`src/rtl/icy_pkg.sv`:
```
package icy_pkg;

	// config port
	localparam int CFG_IDX_W  = 2;
	localparam int CFG_DATA_W = 24;

	localparam logic [CFG_IDX_W-1:0] REG_META_ENABLE   = 2'd0;
	localparam logic [CFG_IDX_W-1:0] REG_META_INTERVAL = 2'd1;

	localparam int unsigned INTERVAL_RESET = 16000;

	localparam int META_LEFT_W = 12;
	localparam logic [7:0] NUL_BYTE = 8'h00;

	// front-to-back queue
	localparam int FIFO_DEPTH = 4;
	localparam int FIFO_AW    = $clog2(FIFO_DEPTH);

	// what the back end must produce for one queued entry
	typedef enum logic [1:0] {
		K_AUDIO,
		K_META,
		K_META_LAST,
		K_SUP_LAST
	} kind_t;

	typedef struct packed {
		kind_t      kind;
		logic [7:0] data;
	} item_t;

	// queue status seen by front and back
	typedef struct packed {
		logic full;
		logic not_empty;
	} fifo_stat_t;

endpackage

```
`src/rtl/icy_front.sv`:
```
module icy_front #(
	parameter int INTERVAL_BITS = 24
) (
	input  logic                             clk,
	input  logic                             arst_n,
	input  logic                             cfg_we,
	input  logic [icy_pkg::CFG_IDX_W-1:0]    cfg_idx,
	input  logic [icy_pkg::CFG_DATA_W-1:0]   cfg_data,
	input  logic                             in_valid,
	input  logic [7:0]                       stream_byte,
	input  icy_pkg::fifo_stat_t              stat,
	output logic                             push,
	output icy_pkg::item_t                   push_item
);

	typedef enum logic [1:0] {
		PH_AUDIO,
		PH_SIZE,
		PH_META
	} phase_t;

	phase_t                             phase_q;
	logic                               enable_q;
	logic [INTERVAL_BITS-1:0]           interval_q;
	logic [INTERVAL_BITS-1:0]           audio_left_q;
	logic [icy_pkg::META_LEFT_W-1:0]    meta_left_q;
	logic                               nul_seen_q;

	logic                               accept;
	logic [INTERVAL_BITS-1:0]           audio_dec;
	logic [icy_pkg::META_LEFT_W-1:0]    meta_dec;
	logic [icy_pkg::META_LEFT_W-1:0]    meta_len;
	logic                               nul_now;

	assign accept    = in_valid && !stat.full;
	assign audio_dec = audio_left_q - INTERVAL_BITS'(1);
	assign meta_dec  = meta_left_q - icy_pkg::META_LEFT_W'(1);
	// length byte counts 16-byte units; result is taken mod 4096
	assign meta_len  = {stream_byte, 4'h0};
	assign nul_now   = nul_seen_q || (stream_byte == icy_pkg::NUL_BYTE);

	// what this byte gives the back end, if anything
	always_comb begin
		push           = 1'b0;
		push_item.kind = icy_pkg::K_AUDIO;
		push_item.data = stream_byte;
		if (accept) begin
			if (!enable_q) begin
				push = 1'b1;
			end else begin
				unique case (phase_q)
					PH_SIZE: begin
						push = 1'b0;
					end
					PH_META: begin
						if (meta_dec == '0) begin
							push           = 1'b1;
							push_item.kind = nul_now ? icy_pkg::K_SUP_LAST
							                         : icy_pkg::K_META_LAST;
						end else if (!nul_now) begin
							push           = 1'b1;
							push_item.kind = icy_pkg::K_META;
						end
					end
					default: begin
						push = (audio_left_q != '0);
					end
				endcase
			end
		end
	end

	always_ff @(posedge clk or negedge arst_n) begin
		if (!arst_n) begin
			phase_q      <= PH_AUDIO;
			enable_q     <= 1'b0;
			interval_q   <= INTERVAL_BITS'(icy_pkg::INTERVAL_RESET);
			audio_left_q <= INTERVAL_BITS'(icy_pkg::INTERVAL_RESET);
			meta_left_q  <= '0;
			nul_seen_q   <= 1'b0;
		end else if (cfg_we) begin
			// any known register write restarts the demux
			case (cfg_idx)
				icy_pkg::REG_META_ENABLE: begin
					enable_q     <= cfg_data[0];
					phase_q      <= PH_AUDIO;
					audio_left_q <= interval_q;
					meta_left_q  <= '0;
					nul_seen_q   <= 1'b0;
				end
				icy_pkg::REG_META_INTERVAL: begin
					interval_q   <= INTERVAL_BITS'(cfg_data);
					phase_q      <= PH_AUDIO;
					audio_left_q <= INTERVAL_BITS'(cfg_data);
					meta_left_q  <= '0;
					nul_seen_q   <= 1'b0;
				end
				default: begin
				end
			endcase
		end else if (accept && enable_q) begin
			unique case (phase_q)
				PH_SIZE: begin
					nul_seen_q <= 1'b0;
					if (stream_byte == '0) begin
						audio_left_q <= interval_q;
						phase_q      <= PH_AUDIO;
					end else begin
						meta_left_q <= meta_len;
						phase_q     <= PH_META;
					end
				end
				PH_META: begin
					nul_seen_q  <= nul_now;
					meta_left_q <= meta_dec;
					if (meta_dec == '0) begin
						audio_left_q <= interval_q;
						phase_q      <= PH_AUDIO;
					end
				end
				default: begin
					if (audio_left_q == '0) begin
						// zero interval: this byte is the length byte
						nul_seen_q <= 1'b0;
						if (stream_byte == '0) begin
							audio_left_q <= interval_q;
							phase_q      <= PH_AUDIO;
						end else begin
							meta_left_q <= meta_len;
							phase_q     <= PH_META;
						end
					end else begin
						audio_left_q <= audio_dec;
						phase_q      <= (audio_dec == '0) ? PH_SIZE : PH_AUDIO;
					end
				end
			endcase
		end
	end

endmodule

```
`src/rtl/icy_fifo.sv`:
```
module icy_fifo (
	input  logic                  clk,
	input  logic                  arst_n,
	input  logic                  push,
	input  icy_pkg::item_t        push_item,
	input  logic                  pop,
	output icy_pkg::item_t        head,
	output icy_pkg::fifo_stat_t   stat
);

	icy_pkg::item_t                 mem_q [icy_pkg::FIFO_DEPTH];
	logic [icy_pkg::FIFO_AW-1:0]    wr_ptr_q;
	logic [icy_pkg::FIFO_AW-1:0]    rd_ptr_q;
	logic [icy_pkg::FIFO_AW:0]      count_q;

	assign head           = mem_q[rd_ptr_q];
	assign stat.full      = (count_q == (icy_pkg::FIFO_AW+1)'(icy_pkg::FIFO_DEPTH));
	assign stat.not_empty = (count_q != '0);

	always_ff @(posedge clk) begin
		if (push) begin
			mem_q[wr_ptr_q] <= push_item;
		end
	end

	always_ff @(posedge clk or negedge arst_n) begin
		if (!arst_n) begin
			wr_ptr_q <= '0;
			rd_ptr_q <= '0;
			count_q  <= '0;
		end else begin
			if (push) begin
				wr_ptr_q <= wr_ptr_q + 1'b1;
			end
			if (pop) begin
				rd_ptr_q <= rd_ptr_q + 1'b1;
			end
			case ({push, pop})
				2'b10:   count_q <= count_q + 1'b1;
				2'b01:   count_q <= count_q - 1'b1;
				default: count_q <= count_q;
			endcase
		end
	end

endmodule

```
`src/rtl/icy_back.sv`:
```
module icy_back (
	input  logic                  clk,
	input  logic                  arst_n,
	input  icy_pkg::fifo_stat_t   stat,
	input  icy_pkg::item_t        head,
	output logic                  pop,
	output logic                  out_valid,
	input  logic                  out_stall,
	output logic [7:0]            out_byte,
	output logic                  is_meta,
	output logic                  byte_valid,
	output logic                  last_of_block
);

	logic       valid_q;
	logic [7:0] byte_q;
	logic       meta_q;
	logic       bvalid_q;
	logic       last_q;

	assign pop = stat.not_empty && (!valid_q || !out_stall);

	always_ff @(posedge clk or negedge arst_n) begin
		if (!arst_n) begin
			valid_q <= 1'b0;
		end else if (pop) begin
			valid_q <= 1'b1;
		end else if (!out_stall) begin
			valid_q <= 1'b0;
		end
	end

	always_ff @(posedge clk) begin
		if (pop) begin
			unique case (head.kind)
				icy_pkg::K_AUDIO: begin
					byte_q <= head.data; meta_q <= 1'b0; bvalid_q <= 1'b1; last_q <= 1'b0;
				end
				icy_pkg::K_META: begin
					byte_q <= head.data; meta_q <= 1'b1; bvalid_q <= 1'b1; last_q <= 1'b0;
				end
				icy_pkg::K_META_LAST: begin
					byte_q <= head.data; meta_q <= 1'b1; bvalid_q <= 1'b1; last_q <= 1'b1;
				end
				default: begin
					// bare end-of-block marker
					byte_q <= '0; meta_q <= 1'b1; bvalid_q <= 1'b0; last_q <= 1'b1;
				end
			endcase
		end
	end

	assign out_valid     = valid_q;
	assign out_byte      = byte_q;
	assign is_meta       = meta_q;
	assign byte_valid    = bvalid_q;
	assign last_of_block = last_q;

endmodule

```
`src/rtl/icy_metadata_demux.sv`:
```
// ICY metadata demultiplexer.
// Input channel: in_valid / in_stall carry one stream byte per transfer.
// Output channel: out_valid / out_stall carry one result per transfer:
//   out_byte, is_meta (audio or metadata), byte_valid (clear on a bare
//   end-of-block marker) and last_of_block.
// Config port: cfg_we / cfg_idx / cfg_data, index 0 meta_enable, 1
//   meta_interval; any valid write restarts the demux at the audio phase.
//   Write only while the block is idle.
// Throughput: one byte per cycle while in_stall is low, set by the front
//   end's single counter decrement and compare per byte.
// Path: each byte's result is written to the queue, then to the output
//   register. Length bytes and metadata bytes from the first NUL on give
//   no result, except a block's final byte.
// Reset: meta_enable 0, meta_interval 16000, audio phase, queue empty.
// Stall: out_stall holds a valid result in the output register; the
//   four-entry queue keeps taking bytes until full, then in_stall rises.
module icy_metadata_demux #(
	parameter int INTERVAL_BITS = 24
) (
	input  logic                             clk,
	input  logic                             arst_n,
	input  logic                             cfg_we,
	input  logic [icy_pkg::CFG_IDX_W-1:0]    cfg_idx,
	input  logic [icy_pkg::CFG_DATA_W-1:0]   cfg_data,
	input  logic                             in_valid,
	output logic                             in_stall,
	input  logic [7:0]                       stream_byte,
	output logic                             out_valid,
	input  logic                             out_stall,
	output logic [7:0]                       out_byte,
	output logic                             is_meta,
	output logic                             byte_valid,
	output logic                             last_of_block
);

	icy_pkg::fifo_stat_t stat;
	icy_pkg::item_t      push_item;
	icy_pkg::item_t      head;
	logic                push;
	logic                pop;

	// front stalls only on a full queue
	assign in_stall = stat.full;

	// front: config registers, phase tracking, classification
	icy_front #(
		.INTERVAL_BITS(INTERVAL_BITS)
	) u_front (
		.clk        (clk),
		.arst_n     (arst_n),
		.cfg_we     (cfg_we),
		.cfg_idx    (cfg_idx),
		.cfg_data   (cfg_data),
		.in_valid   (in_valid),
		.stream_byte(stream_byte),
		.stat       (stat),
		.push       (push),
		.push_item  (push_item)
	);

	// decoupling queue
	icy_fifo u_fifo (
		.clk      (clk),
		.arst_n   (arst_n),
		.push     (push),
		.push_item(push_item),
		.pop      (pop),
		.head     (head),
		.stat     (stat)
	);

	// back: builds result fields into the output register
	icy_back u_back (
		.clk          (clk),
		.arst_n       (arst_n),
		.stat         (stat),
		.head         (head),
		.pop          (pop),
		.out_valid    (out_valid),
		.out_stall    (out_stall),
		.out_byte     (out_byte),
		.is_meta      (is_meta),
		.byte_valid   (byte_valid),
		.last_of_block(last_of_block)
	);

endmodule

```
`config.mk`:
```
export PLATFORM = sky130hd
export DESIGN_NAME = icy_metadata_demux
export DESIGN_NICKNAME = d
export VERILOG_FILES = /design/src/rtl/icy_pkg.sv /design/src/rtl/icy_front.sv /design/src/rtl/icy_fifo.sv /design/src/rtl/icy_back.sv /design/src/rtl/icy_metadata_demux.sv
export SDC_FILE = /design/constraint.sdc
export NUM_CORES = 1
export LEC_CHECK = 0
export CELL_PAD_IN_SITES_DETAIL_PLACEMENT = 1
export CELL_PAD_IN_SITES_GLOBAL_PLACEMENT = 1
export CORE_MARGIN = 4
export CORE_UTILIZATION = 29
export CTS_BUF_LIST = sky130_fd_sc_hd__clkbuf_2 sky130_fd_sc_hd__clkbuf_4 sky130_fd_sc_hd__clkbuf_8
export DETAILED_ROUTE_END_ITERATION = 10
export DONT_BUFFER_PORTS = 1
export PLACE_DENSITY_LB_ADDON = 0.12
export SLEW_MARGIN = 20
export SYNTH_ARGS = -nofsm -noshare
export SYNTH_HDL_FRONTEND = slang
export SYNTH_SLANG_ARGS = --single-unit
```
`constraint.sdc`:
```
create_clock -name clk -period 6.6 [get_ports clk]
set_input_delay 0.33 -clock clk [delete_from_list [all_inputs] [get_ports clk]]
set_output_delay 0.33 -clock clk [all_outputs]
set_load 0.05 [all_outputs]
```
==> impl.org, run 1 <==
** Final layout
- The finished cells cover 0.00733 mm².
- For this run, the post-layout net count is about 700.
- The number of antenna diodes in the final layout is 0.
- In the final layout, the multi-input gates occupy approximately 0.0028 mm².
- The area growth from synthesis to layout is 14.2%.
- At the end of the flow the core is filled with cells to 0.336.
- Layout cell share with drive strength beyond 1 :: 0.112
- The sequential cells in the finished layout cover a total of 0.00335 mm².
- Final standard cell count with taps included and fillers excluded :: 940
- Filler Cell Count :: 2,477

** Floorplanning
- The floorplan step set the die height to roughly 160 µm.
- Die X :: about 160 µm
- The region available for standard cell placement spans roughly 0.022 mm².
- After floorplanning, the core was divided into 54 placement rows.
- Area of the die :: roughly 0.025 mm²
- 52 I/O pins were placed.
- Effective utilization at floorplan :: 0.294

** Timing
- The number of failing hold endpoints at the final stage came to 0.
- The max-slew violation total from the final report was 0.
- Final count of negative-setup-slack endpoints :: 0
- Final Hold Slack :: approximately 0.025 ns
- Setup repair after global routing left no endpoint under its margin.
- In the finished design, the share of the clock period the worst path needs comes to 0.702.
- After layout, the minimum clock period comes to 4.64 ns.
- Based on the critical path, the design can be clocked at up to around 0.22 GHz.
- For the final routed database, the setup TNS stands at 0 ns.
- For the pin with the worst max-slew slack, the measured transition is between 1 and 1.5 ns.
- The worst pin sits at a relative slew slack of 0.314.
- Across all setup checks in the final design, the least slack found is 1.96 ns.
- Between clock sinks in the finished design, the worst skew comes to ~0.014 ns.

** Worst setup path
- Register-to-register setup slack :: between 1.5 and 2 ns
- The critical path is of the flip-flop to flip-flop type.
- Arr. time, crit path :: 4.99 ns
- In this run the worst setup path terminates at u_fifo.count_q[1].
- R2R Path Start :: u_front.meta_left_q[0]
- In this run the critical register-to-register path is captured at u_fifo.count_q[1].
- Type of destination of the critical path :: flip-flop
- Tracing the worst setup path back leads to its startpoint at u_front.meta_left_q[0].
- For the worst flop-to-flop path, the logic depth is 15.
- Of all nets on the critical path, the largest fanout is 11.
- STA classifies the critical path startpoint as a flip-flop.
- Data required time of the critical path :: between 6 and 7 ns

** Clock tree
- Number of buffers added by the clock tree synthesis step :: 17
- TritonCTS built the clock tree.
- The tree is rooted in a clkbuf_8.
- Clock latency reported for the late side of the worst-skew pair :: between 0.4 and 0.5 ns
- After clock tree synthesis, the clock-pin slew on the worst setup and hold paths is ~0.090 ns.
- Count of cells resized by post-cts repair :: 0
- Clock tree synthesis found a total of between 100 and 150 sinks.
- Clk buf depth :: 2
- H-tree level count :: 4

** Global routing
- The first global-routing pass estimated approximately 30,000 µm of wire.
- Met2 Use GR :: 0.284
- In the global route stage, met3 resource usage came out at 0.0301.
- Most congested layer reported by global routing :: met2
- For this run the aggregate overflow at the end of global routing stands at 0.
- In the global route stage, met1 resource usage came out at 0.195.
- Number of global-route vias before repair :: 5,152
- GRT Resource Usage Total :: 0.158
- The initial antenna violation count came to 0.
- Pin count of the biggest net entering global routing :: 73

** Synth
- The Yosys step of the flow raised 0 warnings.
- Instance count of the mapped netlist :: around 630
- The cell area that synthesis handed to floorplanning was ~0.0064 mm².
- Counting flops with a built-in enable in the synthesized netlist gives between 50 and 60.
- After synthesis, the mean cell area works out to 10.1 µm².
- Share of flip-flops with an asynchronous set or reset :: 0.585
- Post-synthesis net count :: ~690
- In the synthesized netlist the dominant register cell turns out to be dfrtp_1.
- Number of storage elements in the synthesis netlist :: 123
- The share of the Yosys chip area taken by registers is 0.522.
- In this run, distinct cell masters in the synthesized netlist total 66.

** Power
- Lkg Pwr :: 2.74 nW
- Logic gate share of total power :: 0.266
- The worst-case IR drop observed on VDD is between 0.0001 and 0.00015 V.
- Internal power comes to around 1.6 mW.
- Pwr Total :: between 2 and 3 mW
- Sequential cell fraction of total power :: 0.497
- Share of total power in the clock network :: 0.237
- Of the total power, the share spent switching nets is 0.410.
- Dividing total power by cell area gives a power density of 381 mW/mm².
- Sw power :: about 1.1 mW

** Route
- Average wire per cell in the routed design :: slightly below 20 µm
- Drt first pass iters :: 4
- After the first detailed-routing iteration, the DRC count stood at roughly 220.
- Antenna-violating nets left :: 0
- Dividing the detail-routed via count by the number of cells gives 5.14.
- For this block, the routed nets add up to 18,600 µm of wire.
- DR DRC count :: 0
- For this block, the via count after detailed routing is 4,833.

** Hold path
- Worst Hold Class :: primary input to flip-flop

** Placed design
- At the end of routability-driven placement, the weighted congestion stood at just under 0.8.
- Placed standard-cell area :: between 0.006 and 0.007 mm²
- Number of port buffers :: 0
- The HPWL after detailed placement is around 13,000 µm.
- Counting tap cells, the placed design contains a total of ~880 instances.
- At the placement stage, the worst setup path has a slack of 1.93 ns.

** Outcome
- Result of the run :: finished, final reports clean

** Job
- Number of max-cap violations :: 0
==> critical path: stages (launching register included) <==
cell	delay, ns
dfrtp_1	0.51
inv_1	0.10
ha_1	0.24
or3b_1	0.48
o32a_1	0.38
o32a_1	0.22
or3_1	0.43
ha_1	0.21
nor2_1	0.10
nand2_1	0.06
a311oi_1	0.75
inv_1	0.10
ha_1	0.26
inv_1	0.07
fa_1	0.40
o21ai_0	0.22
==> kinds of logic (layout without fill, tap and decap cells) <==
logic type,after synthesis,in the layout,share of synthesized area
adder cells (fa/ha/maj),13,13,0.0265
AO/OA/AOI/OAI,147,147,0.148
flip-flops,123,123,0.522
AND/OR/NAND/NOR,257,257,0.193
buffers and inverters,58,84,0.0380
XOR/XNOR,20,20,0.0273
multiplexers,16,16,0.0447
==> flip-flops by register name, summed over array words and instances (netlist names) <==
register	count
u_front.phase_q	2
u_back.is_meta	1
u_fifo.rd_ptr_q	2
u_front.audio_left_q	24
u_back.byte_valid	1
u_front.enable_q	1
u_front.meta_left_q	12
u_front.nul_seen_q	1
u_back.out_byte	8
u_fifo.mem_q	40
u_back.last_of_block	1
u_fifo.count_q	3
u_back.out_valid	1
u_fifo.wr_ptr_q	2
u_front.interval_q	24
==> cell usage after synthesis, types with 6 or more instances <==
master,instances,area share
nor2_1,47,0.027
and2_1,8,0.0078
a21oi_1,27,0.021
edfxtp_1,51,0.24
dfstp_2,12,0.049
clkbuf_1,26,0.015
nand2b_1,8,0.0078
nor3_1,17,0.013
o21ai_1,22,0.017
nand3_1,9,0.0070
nand2_1,109,0.064
xnor2_1,13,0.018
dfrtp_1,60,0.23
a221oi_1,6,0.0082
nor2b_1,11,0.011
inv_1,19,0.011
nand4_1,8,0.0078
xor2_1,7,0.0096
o21ai_0,41,0.032
nor4_1,14,0.014
ha_1,12,0.023
mux4_2,10,0.035
buf_2,9,0.0070
==> power groups by stage <==
stage	Combinational, mW	Sequential, mW	Clock [mW]
4_1_cts	0.761	1.39	0.685
5_1_grt	0.845	1.42	0.719
6_report	0.744	1.39	0.661
2_1_floorplan	0.647	1.27	0
3_3_place_gp	0.705	1.40	0
3_5_place_dp	0.727	1.41	0
==> worst min-delay path by stage <==
| stage | start | endpoint | slack [ns] | cells after the start |
|---|---|---|---|---|
| finish | cfg_data[2] | u_front.interval_q[2] | 0.02 | 2 |
| global placement | arst_n | u_front.interval_q[1] | 0.04 | 0 |
| global route | cfg_data[0] | u_front.enable_q | 0.007 | 1 |
| CTS | cfg_data[0] | u_front.enable_q | 0.002 | 1 |
| floorplan | arst_n | u_back.out_valid | 0.03 | 0 |
| detailed placement | arst_n | u_front.interval_q[1] | 0.04 | 0 |
==> what timing repair did <==
| action | 4_1_cts | 5_1_grt |
|---|---|---|
| setup buffers | 0 | 0 |
| hold endpoints to repair | 125 | 0 |
| hold buffers | 31 | 0 |
| endpoints found under the setup margin | 0 | 0 |
==> cell usage in the layout, fill, tap and decap left out, drive strengths merged, types with 4 or more instances in the layout <==
cell type and instances:
or3 5, nor3 18, xor2 7, a221oi 6
inv 29, xnor2 13, nand2 110, o21ai 63
nand4 8, nor2b 11, and2 8, dfstp 12
nand2b 8, nor4b 5, nor4 15, mux2i 5
a31oi 5, nor2 48, dfrtp 60, mux4 10
edfxtp 51, clkbuf 17, dlygate4sd3 30, ha 12
a211oi 4, nand3 10, a21oi 27
==> layer usage <==
metal,vias to the layer above,routed length [µm]
met1,2445,8110
met3,10,501
met2,58,9800
met4,0,153
li1,2320,-
met5,-,0
==> area by class of cell <==
class	count	area share
clock buffer	17	0.0319
multi-input combinational	453	0.387
inverter	19	0.00974
timing repair buffer	33	0.0468
tap	280	0.0478
sequential	123	0.457
clock inverter	15	0.0202
Note: power is estimated with default switching activity, not from simulation.
==> run 2: changes to the inputs <==
--- a/config.mk
+++ b/config.mk
@@ -5,6 +5,7 @@
 export SDC_FILE = /design/constraint.sdc
 export NUM_CORES = 1
 export LEC_CHECK = 0
+export ABC_AREA = 1
 export CELL_PAD_IN_SITES_DETAIL_PLACEMENT = 1
 export CELL_PAD_IN_SITES_GLOBAL_PLACEMENT = 1
 export CORE_MARGIN = 4
==> constraint.sdc (replaced) <==
create_clock -name clk -period 3.8 [get_ports clk]
set_input_delay 0.19 -clock clk [delete_from_list [all_inputs] [get_ports clk]]
set_output_delay 0.19 -clock clk [all_outputs]
set_load 0.05 [all_outputs]
==> run 2 against run 1 <==
Die area is 13% higher. Non-clock buffer count is 18 higher. Combinational power grew to 2.6 times the previous value. Critical path type unchanged. Critical endpoint unchanged. Largest cell class is now multi-input gates.
==> impl.org, run 2 <==
** Route
- In this run, the number of DRC markers left after iteration 0 of detailed routing was approximately 350.
- Wires add up to ~23,000 µm.
- Detailed routing inserted a total of about 6,400 vias.
- Antenna-violating nets left :: 0
- Average wire per cell in the routed design :: 16.9 µm
- For this run, design rule violations remaining after detail routing come to 0.
- Post-detailed-route via-to-cell ratio :: 4.75
- Drt first pass iters :: 4

** Final layout
- Once layout is complete, the utilization of the core stands at 0.344.
- Largest register by flop count :: u_fifo.mem_q
- Design area :: ~0.0084 mm²
- Once layout is complete, the cells apart from fillers number 1,351.
- The register with the most flip-flops in the layout has 40 of them.
- Final net count :: approximately 1,100
- Leaving out fill and tap cells, the most frequent cell in the layout is nand2_1.
- Layout cell share with drive strength beyond 1 :: 0.0847
- Most frequent cells in the layout :: nand2_1 (328), nor2_1 (118), nand3_1 (90)
- The area growth from synthesis to layout is 15.5%.
- Antenna Cells :: 0
- Filler Cell Count :: 3,045
- In the final layout, the registers with the most flip-flops are u_fifo.mem_q: 40 flops, u_front.audio_left_q: 24 flops, u_front.interval_q: 24 flops.

** Timing
- For the pin with the worst max-slew slack, the measured transition is between 1 and 1.5 ns.
- Sum of negative setup slack :: 0 ns
- Subtracting the final worst setup slack from the clock period gives 3.46 ns.
- Share of the cycle needed by the critical path after routing :: 0.911
- Max-slew violation total from the final report :: 0
- Setup violations remaining at the end of the flow were counted as 0.
- Setup skew after layout :: roughly 0.02 ns
- Setup repair after global routing left no endpoint under its margin.
- Final hold vios :: 0
- Maximum achievable frequency :: approximately 0.29 GHz
- Worst slew margin relative to its limit :: 0.293

** Synth
- Ys flop type :: dfrtp_1
- After synthesis the netlist holds a flip-flop and latch count of about 120.
- Number of unique standard cell types used by synthesis :: 40
- Share of flip-flops with an asynchronous set or reset :: 0.585
- List of most frequent post-synthesis cells :: nand2_1 (328), nor2_1 (119), nand3_1 (90), inv_1 (83), o21ai_0 (67)
- Proportion of synthesized chip area in sequential cells :: 0.458
- The share of synthesized area in the top cell type comes to 0.210.
- Yosys attributes the largest share of cell area to edfxtp_1 (21%), dfrtp_1 (21%), nand2_1 (17%), nand3_1 (6.2%), nor2_1 (6.1%).
- Averaged over all synthesized cells, the footprint is ~7.5 µm².
- Post-synthesis net count :: 1,030
- Biggest area consumer among synthesized cells :: edfxtp_1
- In the post-synthesis netlist, the cell with the most instances is nand2_1.
- EDFF count, synth :: approximately 50
- The Yosys step of the flow raised 0 warnings.
- Synthesis produced a little under 1,000 cells.
- Total standard cell area after synthesis :: around 0.0073 mm²

** Hold path
- The path class of the tightest hold or removal check is primary input to flip-flop.

** Worst setup path
- The kind of cell with the highest combined delay along the critical path is adder cells.
- The number of buffers and inverters on the critical path is 2.
- For this run, the slowest stage of the critical path takes approximately 0.42 ns.
- Type of destination of the critical path :: flip-flop
- Arr. time, crit path :: approximately 3.8 ns
- Largest driver fanout on the critical path :: 8
- Data required time of the critical path :: 4.18 ns
- By startpoint and endpoint, the worst setup path is classified as flip-flop to flip-flop.
- Among all stages on the critical path, the largest delay is contributed by fa_1.
- Traced cell by cell, the critical path runs through inv_1, ha_1, nand3_1, xor2_1, nor4_2, nand4_1, ha_1, o31ai_1, o21ai_4, ha_1, inv_1, fa_1, o21ai_0.
- The most numerous cell type found on the critical path is ha_1.
- The worst setup path is launched from a flip-flop.

** Outcome
- The run finished with clean final reports.

** Floorplanning
- Die Ht :: between 150 and 200 µm
- Die X :: about 170 µm
- Effective utilization at floorplan :: 0.298
- The floorplan step defined a die boundary enclosing 0.0278 mm².
- Core ar. :: ~0.025 mm²
- Boundary pin count :: 52
- The floorplan has 57 rows.

** Power
- Highest ir drop seen on vdd :: 0.000296 V
- Lkg Pwr :: about 3.7 nW
- Power per Cell Area :: about 650 mW/mm²

** Clock tree
- In this run, CTS created clock tree buffers numbering 17.
- Once the clock tree was built, the setup fixing pass inserted 0 buffers.
- In this run the number of H-tree levels came out at 4.
- TritonCTS built the clock tree.
- The longest clock path from root to sink contains 2 buffers.
- Root buffer selected by CTS :: clkbuf_8
- After clock tree synthesis, the clock-pin slew on the worst setup and hold paths is 0.09 ns.
- Clock latency on the worst-skew pair, taken at its later pin, is 0.47 ns.
- Clock tree synthesis found a total of between 100 and 150 sinks.

** Placed design
- At the end of routability-driven placement, the weighted congestion stood at roughly 0.83.
- Including well taps, the total number of placed cells is about 1,300.
- Placed standard-cell area :: about 0.0077 mm²
- In this run the tool buffered the top-level ports with 0 buffer cells.
- Dpl hpwl :: 15,500 µm

** Global routing
- GRT Resource Usage Total :: 0.167
- The number of global-route vias before repair came to 6,732.
- Global-route wire length before repair :: between 30,000 and 40,000 µm
- Remaining global-route overflow :: 0
- Pin count of the biggest net entering global routing :: 73
- Number of antenna violations at the first check in global routing :: 0

** Job
- The tool flagged a number of max-cap violations equal to 0.
## run 2: cell count changes in the layout (fill, tap and decap cells not counted), sizes merged, moves of 13 or more
cell / before / now
o21ai: 63 / 76
nand2: 110 / 335
nor2: 48 / 128
nor4: 15 / 1
inv: 29 / 94
nand3: 10 / 90
## run 2: final timing paths
check,end,slack [ns],startpoint,cells past startpoint
setup reg to reg,u_fifo.count_q[1],0.34,u_front.meta_left_q[0],13
max in group asynchronous,u_front.audio_left_q[7],3.14,arst_n,2
min in group asynchronous,u_fifo.rd_ptr_q[0],0.30,arst_n,2
setup / recovery,u_fifo.count_q[1],0.34,u_front.meta_left_q[0],13
hold reg to reg,u_front.interval_q[10],0.49,u_front.interval_q[10],2
hold / removal,u_front.interval_q[10],0.08,cfg_we,4
## run 2: layout make-up
cell class / count / area [µm²] / area share
repair buffers: 51 / 495 / 0.0587
inverters: 88 / 330 / 0.0391
clock buffers: 17 / 234 / 0.0277
multi-input cells: 733 / 3480 / 0.412
clock inverters: 15 / 151 / 0.0179
well taps: 324 / 405 / 0.0480
flip-flops and latches: 123 / 3350 / 0.397
## run 2: layer usage
| layer | GRT usage | share of wire | vias up |
|---|---|---|---|
| met5 | 0 | 0 | - |
| met4 | 0.0352 | 0.0070 | 0 |
| met3 | 0.0280 | 0.025 | 13 |
| met2 | 0.269 | 0.46 | 74 |
| met1 | 0.239 | 0.51 | 3071 |
| li1 | - | - | 3261 |
## run 2: kinds of logic (layout without fill, tap and decap cells)
logic type                 after synthesis  count (layout)  synth area share
buffers and inverters                  122             171            0.0692
DFF                                    123             123             0.458
xor gates and xnor gates                16              16            0.0192
and+or+nand+nor                        582             582             0.331
adders and majority gates               13              13            0.0233
AOI/OAI and AO/OA                      122             122            0.0991
## run 2: through the flow
stage               setup slack (ns)  hold slack, ns  power (mW)
floorplan                      0.728          -0.106        3.70
global placement               0.338         -0.0959        4.23
detailed placement             0.263         -0.0966        4.26
CTS                            0.232          0.0501        5.56
global route                  0.0808          0.0843        5.96
finish                         0.338          0.0846        5.48
## run 2: repair_timing
item / in CTS / in global routing
hold buffers: 38 / 0
gates resized for setup: 0 / 1
hold endpoints to repair: 162 / 0
setup endpoints to repair: 0 / 2
## run 2: worst min-delay path, cell delays in order
cell and delay (ns):
nand2_1 0.13, nor2_4 0.09, nand2_1 0.08, nand2_1 0.05
## run 2: report_power, final
| part | total, mW | internal [mW] | switching, mW |
|---|---|---|---|
| Clock | 1.20 | 0.540 | 0.664 |
| Sequential | 2.32 | 1.81 | 0.509 |
| Combinational | 1.95 | 0.662 | 1.29 |
| Total | 5.48 | 3.01 | 2.47 |
